## src/sv/cppd_pkg.sv

```systemverilog
package cppd_pkg;

    // result codes carried on the master tuser
    typedef enum logic [2:0] {
        ST_STARTED  = 3'd0,
        ST_QUEUED   = 3'd1,
        ST_GRANTED  = 3'd2,
        ST_FREED    = 3'd3,
        ST_DROPPED  = 3'd4,
        ST_IGNORED  = 3'd5
    } status_t;

    // command codes carried on the slave tuser
    localparam logic CMD_REQUEST = 1'b0;
    localparam logic CMD_RELEASE = 1'b1;

    // fixed field widths
    localparam int unsigned ID_W    = 8;
    localparam int unsigned TIME_W  = 32;
    localparam int unsigned CORES_W = 7;
    localparam int unsigned TDATA_W = 80;

    // one waiting process
    typedef struct packed {
        logic [TIME_W-1:0] len;
        logic [ID_W-1:0]   id;
    } entry_t;

    // queue flags seen by the dispatch logic
    typedef struct packed {
        logic empty;
        logic full;
    } fifo_status_t;

endpackage

```

## src/sv/cppd_ram.sv

```systemverilog
module cppd_ram #(
    parameter int unsigned WIDTH = 40,
    parameter int unsigned DEPTH = 16
) (
    input  logic                     aclk,
    input  logic                     wr_en,
    input  logic [$clog2(DEPTH)-1:0] wr_addr,
    input  logic [WIDTH-1:0]         wr_data,
    input  logic [$clog2(DEPTH)-1:0] rd_addr,
    output logic [WIDTH-1:0]         rd_data
);

    logic [WIDTH-1:0] mem [DEPTH];
    logic [WIDTH-1:0] rd_data_reg;

    // single write port, registered read port
    always_ff @(posedge aclk) begin
        if (wr_en) begin
            mem[wr_addr] <= wr_data;
        end
        rd_data_reg <= mem[rd_addr];
    end

    assign rd_data = rd_data_reg;

endmodule

```

## src/sv/cppd_fifo.sv

```systemverilog
module cppd_fifo #(
    parameter int unsigned DEPTH = 16
) (
    input  logic                  aclk,
    input  logic                  aresetn,
    input  logic                  push,
    input  cppd_pkg::entry_t      push_data,
    input  logic                  pop,
    output cppd_pkg::entry_t      head_data,
    output cppd_pkg::fifo_status_t status
);

    localparam int unsigned PTR_W = $clog2(DEPTH);
    localparam int unsigned CNT_W = $clog2(DEPTH + 1);
    localparam int unsigned ENT_W = $bits(cppd_pkg::entry_t);

    logic [PTR_W-1:0] head_reg, head_next;
    logic [PTR_W-1:0] tail_reg, tail_next;
    logic [CNT_W-1:0] count_reg, count_next;
    logic             byp_valid_reg;
    cppd_pkg::entry_t byp_data_reg;
    logic [ENT_W-1:0] ram_rd_data;

    // pointer advance with wrap at the queue depth
    always_comb begin
        head_next  = head_reg;
        tail_next  = tail_reg;
        count_next = count_reg;
        if (pop) begin
            head_next = (head_reg == PTR_W'(DEPTH - 1)) ? '0 : head_reg + 1'b1;
        end
        if (push) begin
            tail_next = (tail_reg == PTR_W'(DEPTH - 1)) ? '0 : tail_reg + 1'b1;
        end
        if (push && !pop) begin
            count_next = count_reg + 1'b1;
        end else if (pop && !push) begin
            count_next = count_reg - 1'b1;
        end
    end

    always_ff @(posedge aclk) begin
        if (!aresetn) begin
            head_reg      <= '0;
            tail_reg      <= '0;
            count_reg     <= '0;
            byp_valid_reg <= 1'b0;
        end else begin
            head_reg      <= head_next;
            tail_reg      <= tail_next;
            count_reg     <= count_next;
            byp_valid_reg <= push && (tail_reg == head_next);
        end
    end

    // write landing on the slot being read: forward it past the ram
    always_ff @(posedge aclk) begin
        byp_data_reg <= push_data;
    end

    // ram always reads the next head so the head entry is ready each cycle
    cppd_ram #(
        .WIDTH(ENT_W),
        .DEPTH(DEPTH)
    ) u_ram (
        .aclk   (aclk),
        .wr_en  (push),
        .wr_addr(tail_reg),
        .wr_data(push_data),
        .rd_addr(head_next),
        .rd_data(ram_rd_data)
    );

    assign head_data    = byp_valid_reg ? byp_data_reg : cppd_pkg::entry_t'(ram_rd_data);
    assign status.empty = (count_reg == '0);
    assign status.full  = (count_reg == CNT_W'(DEPTH));

    // checks
    a_no_pop_empty: assert property (@(posedge aclk) disable iff (!aresetn)
        pop |-> (count_reg != '0))
        else $error("pop on empty queue");
    a_no_push_full: assert property (@(posedge aclk) disable iff (!aresetn)
        (push && !pop) |-> (count_reg != CNT_W'(DEPTH)))
        else $error("push on full queue");
    a_empty_ptrs: assert property (@(posedge aclk) disable iff (!aresetn)
        (count_reg == '0) |-> (head_reg == tail_reg))
        else $error("empty queue with unequal pointers");

endmodule

```

## src/sv/core_pool_two_priority_dispatcher.sv

```systemverilog
// path: an accepted transaction is captured in the input register and moves on to the
//   result register once that register is empty or being read, so a stalled master holds it
// throughput: one request or release per cycle while the master does not stall; the
//   free-core count and both queue heads update together as a transaction advances; queue
//   heads come from registered-read ram with a write-forwarding register
// reset: synchronous active low; core_count and free cores go to 1, both queues empty
module core_pool_two_priority_dispatcher #(
    parameter int unsigned QUEUE_DEPTH = 16
) (
    input  logic        aclk,
    input  logic        aresetn,
    // slave stream
    input  logic        s_tvalid,
    output logic        s_tready,
    input  logic [79:0] s_tdata,   // pid[7:0], run_length[39:8],
                                   // interactive[40], now[72:41], zero pad
    input  logic        s_tuser,   // command
    // master stream
    output logic        m_tvalid,
    input  logic        m_tready,
    output logic [79:0] m_tdata,   // granted_id[7:0], finish_time[39:8],
                                   // granted_length[71:40], from_interactive[72], zero pad
    output logic [2:0]  m_tuser,   // status
    // core count register write
    input  logic        cfg_valid,
    output logic        cfg_ready,
    input  logic [6:0]  cfg_data
);

    localparam int unsigned ID_W    = cppd_pkg::ID_W;
    localparam int unsigned TIME_W  = cppd_pkg::TIME_W;
    localparam int unsigned CORES_W = cppd_pkg::CORES_W;

    // input stage
    logic              in_valid_reg;
    logic              in_cmd_reg;
    logic [ID_W-1:0]   in_pid_reg;
    logic [TIME_W-1:0] in_len_reg;
    logic              in_inter_reg;
    logic [TIME_W-1:0] in_now_reg;

    // result stage
    logic              out_valid_reg;
    cppd_pkg::status_t out_status_reg, out_status_next;
    logic [ID_W-1:0]   out_gid_reg, out_gid_next;
    logic [TIME_W-1:0] out_finish_reg;
    logic [TIME_W-1:0] out_len_reg, out_len_next;
    logic              out_fromi_reg, out_fromi_next;

    // pool state
    logic [CORES_W-1:0] core_count_reg;
    logic [CORES_W-1:0] free_cores_reg, free_cores_next;

    // queues
    logic                  hi_push, lo_push, hi_pop, lo_pop;
    cppd_pkg::entry_t      new_entry, hi_head, lo_head;
    cppd_pkg::fifo_status_t hi_status, lo_status;

    logic advance;
    logic s_accept;

    assign advance   = in_valid_reg && (!out_valid_reg || m_tready);
    assign s_tready  = !in_valid_reg || advance;
    assign s_accept  = s_tvalid && s_tready;
    assign cfg_ready = 1'b1;

    // input register
    always_ff @(posedge aclk) begin
        if (!aresetn) begin
            in_valid_reg <= 1'b0;
        end else if (s_tready) begin
            in_valid_reg <= s_tvalid;
        end
    end

    always_ff @(posedge aclk) begin
        if (s_accept) begin
            in_cmd_reg   <= s_tuser;
            in_pid_reg   <= s_tdata[7:0];
            in_len_reg   <= s_tdata[39:8];
            in_inter_reg <= s_tdata[40];
            in_now_reg   <= s_tdata[72:41];
        end
    end

    assign new_entry.id  = in_pid_reg;
    assign new_entry.len = in_len_reg;

    // dispatch decision
    always_comb begin
        free_cores_next = free_cores_reg;
        hi_push         = 1'b0;
        lo_push         = 1'b0;
        hi_pop          = 1'b0;
        lo_pop          = 1'b0;
        out_status_next = cppd_pkg::ST_IGNORED;
        out_gid_next    = '0;
        out_len_next    = '0;
        out_fromi_next  = 1'b0;
        if (in_cmd_reg == cppd_pkg::CMD_REQUEST) begin
            if (free_cores_reg != '0) begin
                free_cores_next = free_cores_reg - 1'b1;
                out_status_next = cppd_pkg::ST_STARTED;
                out_gid_next    = in_pid_reg;
                out_len_next    = in_len_reg;
            end else begin
                out_fromi_next = in_inter_reg;
                if (in_inter_reg ? hi_status.full : lo_status.full) begin
                    out_status_next = cppd_pkg::ST_DROPPED;
                end else begin
                    out_status_next = cppd_pkg::ST_QUEUED;
                    hi_push         = advance && in_inter_reg;
                    lo_push         = advance && !in_inter_reg;
                end
            end
        end else begin
            if (!hi_status.empty) begin
                hi_pop          = advance;
                out_status_next = cppd_pkg::ST_GRANTED;
                out_fromi_next  = 1'b1;
                out_gid_next    = hi_head.id;
                out_len_next    = hi_head.len;
            end else if (!lo_status.empty) begin
                lo_pop          = advance;
                out_status_next = cppd_pkg::ST_GRANTED;
                out_gid_next    = lo_head.id;
                out_len_next    = lo_head.len;
            end else if (free_cores_reg < core_count_reg) begin
                free_cores_next = free_cores_reg + 1'b1;
                out_status_next = cppd_pkg::ST_FREED;
            end else begin
                out_status_next = cppd_pkg::ST_IGNORED;
            end
        end
    end

    // pool counters; a register write reloads the free count
    always_ff @(posedge aclk) begin
        if (!aresetn) begin
            core_count_reg <= CORES_W'(1);
            free_cores_reg <= CORES_W'(1);
        end else if (cfg_valid) begin
            core_count_reg <= cfg_data;
            free_cores_reg <= cfg_data;
        end else if (advance) begin
            free_cores_reg <= free_cores_next;
        end
    end

    // result register
    always_ff @(posedge aclk) begin
        if (!aresetn) begin
            out_valid_reg <= 1'b0;
        end else if (advance) begin
            out_valid_reg <= 1'b1;
        end else if (m_tready) begin
            out_valid_reg <= 1'b0;
        end
    end

    always_ff @(posedge aclk) begin
        if (advance) begin
            out_status_reg <= out_status_next;
            out_gid_reg    <= out_gid_next;
            out_len_reg    <= out_len_next;
            out_fromi_reg  <= out_fromi_next;
            out_finish_reg <= (out_len_next == '0 && out_gid_next == '0 &&
                               out_status_next != cppd_pkg::ST_STARTED &&
                               out_status_next != cppd_pkg::ST_GRANTED)
                              ? '0 : in_now_reg + out_len_next;
        end
    end

    // waiting queues
    cppd_fifo #(
        .DEPTH(QUEUE_DEPTH)
    ) u_hi_fifo (
        .aclk     (aclk),
        .aresetn  (aresetn),
        .push     (hi_push),
        .push_data(new_entry),
        .pop      (hi_pop),
        .head_data(hi_head),
        .status   (hi_status)
    );

    cppd_fifo #(
        .DEPTH(QUEUE_DEPTH)
    ) u_lo_fifo (
        .aclk     (aclk),
        .aresetn  (aresetn),
        .push     (lo_push),
        .push_data(new_entry),
        .pop      (lo_pop),
        .head_data(lo_head),
        .status   (lo_status)
    );

    assign m_tvalid = out_valid_reg;
    assign m_tuser  = out_status_reg;
    assign m_tdata  = {7'd0, out_fromi_reg, out_len_reg, out_finish_reg, out_gid_reg};

    // checks
    a_free_bounded: assert property (@(posedge aclk) disable iff (!aresetn)
        free_cores_reg <= core_count_reg)
        else $error("free cores above core count");
    a_hi_push_fills: assert property (@(posedge aclk) disable iff (!aresetn)
        (hi_push && !hi_pop) |=> !hi_status.empty)
        else $error("interactive queue empty after push");
    a_batch_waits_hi: assert property (@(posedge aclk) disable iff (!aresetn)
        lo_pop |-> hi_status.empty)
        else $error("batch waiter served ahead of interactive waiter");
    a_queue_only_no_core: assert property (@(posedge aclk) disable iff (!aresetn)
        (hi_push || lo_push) |-> (free_cores_reg == '0))
        else $error("request queued while a core is free");

endmodule

```

## config.mk

```make
export PLATFORM = sky130hd
export DESIGN_NAME = core_pool_two_priority_dispatcher
export DESIGN_NICKNAME = d
export VERILOG_FILES = /design/src/sv/cppd_pkg.sv /design/src/sv/cppd_ram.sv /design/src/sv/cppd_fifo.sv /design/src/sv/core_pool_two_priority_dispatcher.sv
export SDC_FILE = /design/constraint.sdc
export NUM_CORES = 2
export LEC_CHECK = 0
export BUFFER_PORTS_ARGS = -buffer_cell sky130_fd_sc_hd__clkbuf_2
export CORE_MARGIN = 1
export CORE_UTILIZATION = 62
export DETAILED_ROUTE_END_ITERATION = 10
export PLACE_DENSITY = 0.86
export SYNTH_ARGS = -nofsm -noshare
export SYNTH_HDL_FRONTEND = slang
export SYNTH_SLANG_ARGS = --single-unit
export TNS_END_PERCENT = 100
```

## constraint.sdc

```tcl
create_clock -name aclk -period 10.9 [get_ports aclk]
set_input_delay 0.545 -clock aclk [delete_from_list [all_inputs] [get_ports aclk]]
set_output_delay 0.545 -clock aclk [all_outputs]
set_load 0.005 [all_outputs]
```

==> run_results.csv <==
group,metric,value,unit
run_status,outcome,"finished clean",
floorplan,rows,114,
logic_synthesis,syn-mean-instance-area,17.05,um^2
detailed_routing,vias,37660,
global_route,grt-ovfl-total,0,
setup_path,worst_ep_required_time,11.39,ns
setup_path,crit_top_cell,"buf_4",
power,finalPower,0.01323,W
timing,fin_crit,6.050,ns
clock_network,postCtsHoldBufs,74,
timing,slew_headroom,20.09,%
clock_network,cts_sinks,1594,
setup_path,worstPathArrival,6.54,ns
final_layout,final_core_util,71.57,%
logic_synthesis,syn_inst,3586,
logic_synthesis,yosys_warnings,0,
timing,slew_viol_final,0,
setup_path,cp_cell_sequence,"or4_1 > nor2_2 > buf_4 > o21ai_2 > buf_4 > o22ai_1 > a22o_1 > ha_1 > inv_1 > fa_1 > nand2b_1 > a21oi_1 > o211ai_1 > a311oi_1 > o21ai_1 > a211oi_1 > o21ai_0 > nor3b_1",
detailed_routing,viasPerCell,7.129,
timing,fin_crit_sh,55.51,%
placed_design,dp.cells,4922,
global_route,grt_start_max_net_pins,163,
logic_synthesis,synth-edff-count,1430,
global_route,grt_antenna_before_repair,4,
timing,skew,0.04508,ns
clock_network,cts_tree,"yes",
setup_path,max_stage_delay,0.66,ns
detailed_routing,drt_wl_total,167.4,mm
placed_design,dpl.hpwl,81.82,mm
setup_path,end_kind,"flop",
clock_network,cts_made_buffers,154,
logic_synthesis,ys_seq_area_share,75.62,%
timing,fmax,165.3,MHz
timing,setup_viol,0,
clock_network,cts_max_level,4,
global_route,grt_pass1_vias,37220,
floorplan,die_area,0.09985,mm^2
global_route,track_usage,33.40,%
final_layout,final_common_cell,"edfxtp_1",
detailed_routing,avgRoutedWirePerCell,31.68,um
detailed_routing,dr.pass1.iters,8,
placed_design,portBuffers,163,
placed_design,placed_area,0.06379,mm^2
global_route,grt_first_pass_wirelength,238.6,mm
timing,tightest_slew,1.199,ns
final_layout,fillers,5221,
floorplan,die_height,316.0,um
final_layout,finalNonFillerCells,5283,
logic_synthesis,netlist_area,0.06112,mm^2
detailed_routing,drtAntennaViolNets,0,
min_path,hold_path_class,"in2reg",
clock_network,cts_resized,0,
flow_run,cap_violations,0,
logic_synthesis,yosysUniqueCellTypes,68,
timing,finalHoldViolations,0,
final_layout,drive_above_1_share,18.23,%
setup_path,crit_buf_inv,3,
setup_path,crit_type,"reg2reg",
logic_synthesis,async_reset_ff_share,0,%
final_layout,final_cell_mix,"edfxtp_1 (1430), nand2_1 (411), mux4_2 (175), clkbuf_2 (163), dfxtp_1 (162)",
floorplan,pin_count,179,
power,power.density,190.2,mW/mm^2
logic_synthesis,synthFlopType,"edfxtp_1",
clock_network,insertion_delay,0.78,ns
final_layout,syn2layout_area_growth,13.74,%
timing,rsz0062_at_grt,"no",
power,power_leakage,23.61,nW
setup_path,startpoint_type,"flop",
floorplan,core,0.09714,mm^2
clock_network,cts_setup_buffers,0,
final_layout,fin_area,0.06952,mm^2
logic_synthesis,synth_seq_cells,1594,
detailed_routing,drt_iter0_markers,6397,
clock_network,path_clk_slew,0.06,ns
clock_network,cts_root_buffer,"clkbuf_16",
floorplan,die_width,316.0,um
final_layout,reg_top3,"u_hi_fifo.u_ram.mem x640, u_lo_fifo.u_ram.mem x640",
placed_design,place.gp.congestion,0.8751,
floorplan,initial_utilization,62.93,%
detailed_routing,remaining_drc_errors,0,
power,peakVddDrop,0.0001482,V
setup_path,slowest_stage,"a311oi_1",
setup_path,critPathTopFamily,"compound AO/OA/AOI/OAI gates",
timing,tns,0,ns
final_layout,nets,4035,
clock_network,clockBufferDepth,3,
setup_path,path_max_fanout,27,
==> layout make-up <==
class	instances	area [um^2]	area share (%)
multi-input combinational	1746	14210	20.44
antenna	2	5.005	0.007199
inverter	44	166.4	0.2394
clock buffer	216	4340	6.243
tap	1276	1597	2.296
sequential	1594	46230	66.49
timing repair buffer	336	2325	3.344
clock inverter	69	650.6	0.9358
==> path summary, 6_finish.rpt <==
kind                                       start                               end  slack (ns)  cells past startpoint
max reg2reg  u_hi_fifo.count_reg[1]$_SDFFE_PN0P_  out_finish_reg[30]$_SDFFCE_PP0N_        4.85                     18
min                                     s_tvalid         in_valid_reg$_SDFFE_PN0N_        0.05                      3
min reg2reg       core_count_reg[0]$_SDFFE_PN1P_    core_count_reg[0]$_SDFFE_PN1P_        0.51                      2
max          u_hi_fifo.count_reg[1]$_SDFFE_PN0P_  out_finish_reg[30]$_SDFFCE_PP0N_        4.85                     18
==> power by group <==
part	internal, W	leakage [nW]	switching [W]
clock network	0.00297	2.44	0.00231
logic	0.000370	6.85	0.000744
registers	0.00677	14.3	0.0000621
==> synthesized netlist by cell type (8+ instances only) <==
| library cell | n | area share, % |
|---|---|---|
| edfxtp_1 | 1430 | 70 |
| nand2_1 | 412 | 2.5 |
| mux4_2 | 175 | 6.4 |
| dfxtp_1 | 164 | 5.4 |
| clkbuf_1 | 121 | 0.74 |
| o221ai_1 | 105 | 1.5 |
| nor2_1 | 96 | 0.59 |
| a31oi_1 | 82 | 0.84 |
| a22oi_1 | 80 | 0.98 |
| mux2i_1 | 74 | 1.2 |
| a21oi_1 | 69 | 0.56 |
| o22ai_1 | 63 | 0.64 |
| and3_1 | 62 | 0.63 |
| ha_1 | 62 | 1.3 |
| or3_1 | 57 | 0.58 |
| buf_2 | 52 | 0.43 |
| o21ai_0 | 45 | 0.37 |
| inv_1 | 44 | 0.27 |
| nand3_1 | 40 | 0.33 |
| xnor2_1 | 30 | 0.43 |
| o32ai_1 | 27 | 0.39 |
| nor2b_1 | 25 | 0.26 |
| nor3_1 | 25 | 0.20 |
| nand2b_1 | 22 | 0.23 |
| a22o_1 | 21 | 0.30 |
| buf_4 | 21 | 0.26 |
| and2_1 | 20 | 0.20 |
| o31ai_1 | 16 | 0.20 |
| a21o_1 | 15 | 0.18 |
| xor2_1 | 15 | 0.21 |
| buf_1 | 12 | 0.074 |
| o211ai_1 | 9 | 0.11 |
| o21a_1 | 9 | 0.11 |
| o21ai_1 | 9 | 0.074 |
| a211oi_1 | 8 | 0.098 |
==> logic make-up after synthesis <==
group           Yosys count  share of synthesized area, %
xor+xnor                 45                        0.6448
fa+ha+maj                66                         1.400
buf+inv                 252                         1.808
compound gates          592                         6.894
mux                     254                         7.770
other cells               2                       0.01229
flops                  1594                         75.62
simple gates            781                         5.846
==> routing by layer <==
layer	track usage, %	share of wire (%)
met5	0	0.0078
met4	19.21	6.5
met1	41.63	33
met3	8.829	14
met2	53.35	47
==> worst register-to-register path: cells and delay by family, from the launching register on <==
kind / cells / cell delay, ns
simple gates: 4 / 1.09
fa+ha+maj: 2 / 0.73
buf+inv: 3 / 0.91
flops: 1 / 0.36
compound gates: 9 / 2.71
==> through the flow <==
step,hold slack [ns],setup slack (ns)
2_1_floorplan,0.4684,4.209
3_3_place_gp,0.4843,5.357
3_5_place_dp,0.4964,5.186
4_1_cts,0.02245,5.116
5_1_grt,0.07069,4.723
6_report,0.05479,4.850
Note: power is estimated with default switching activity, not from simulation.
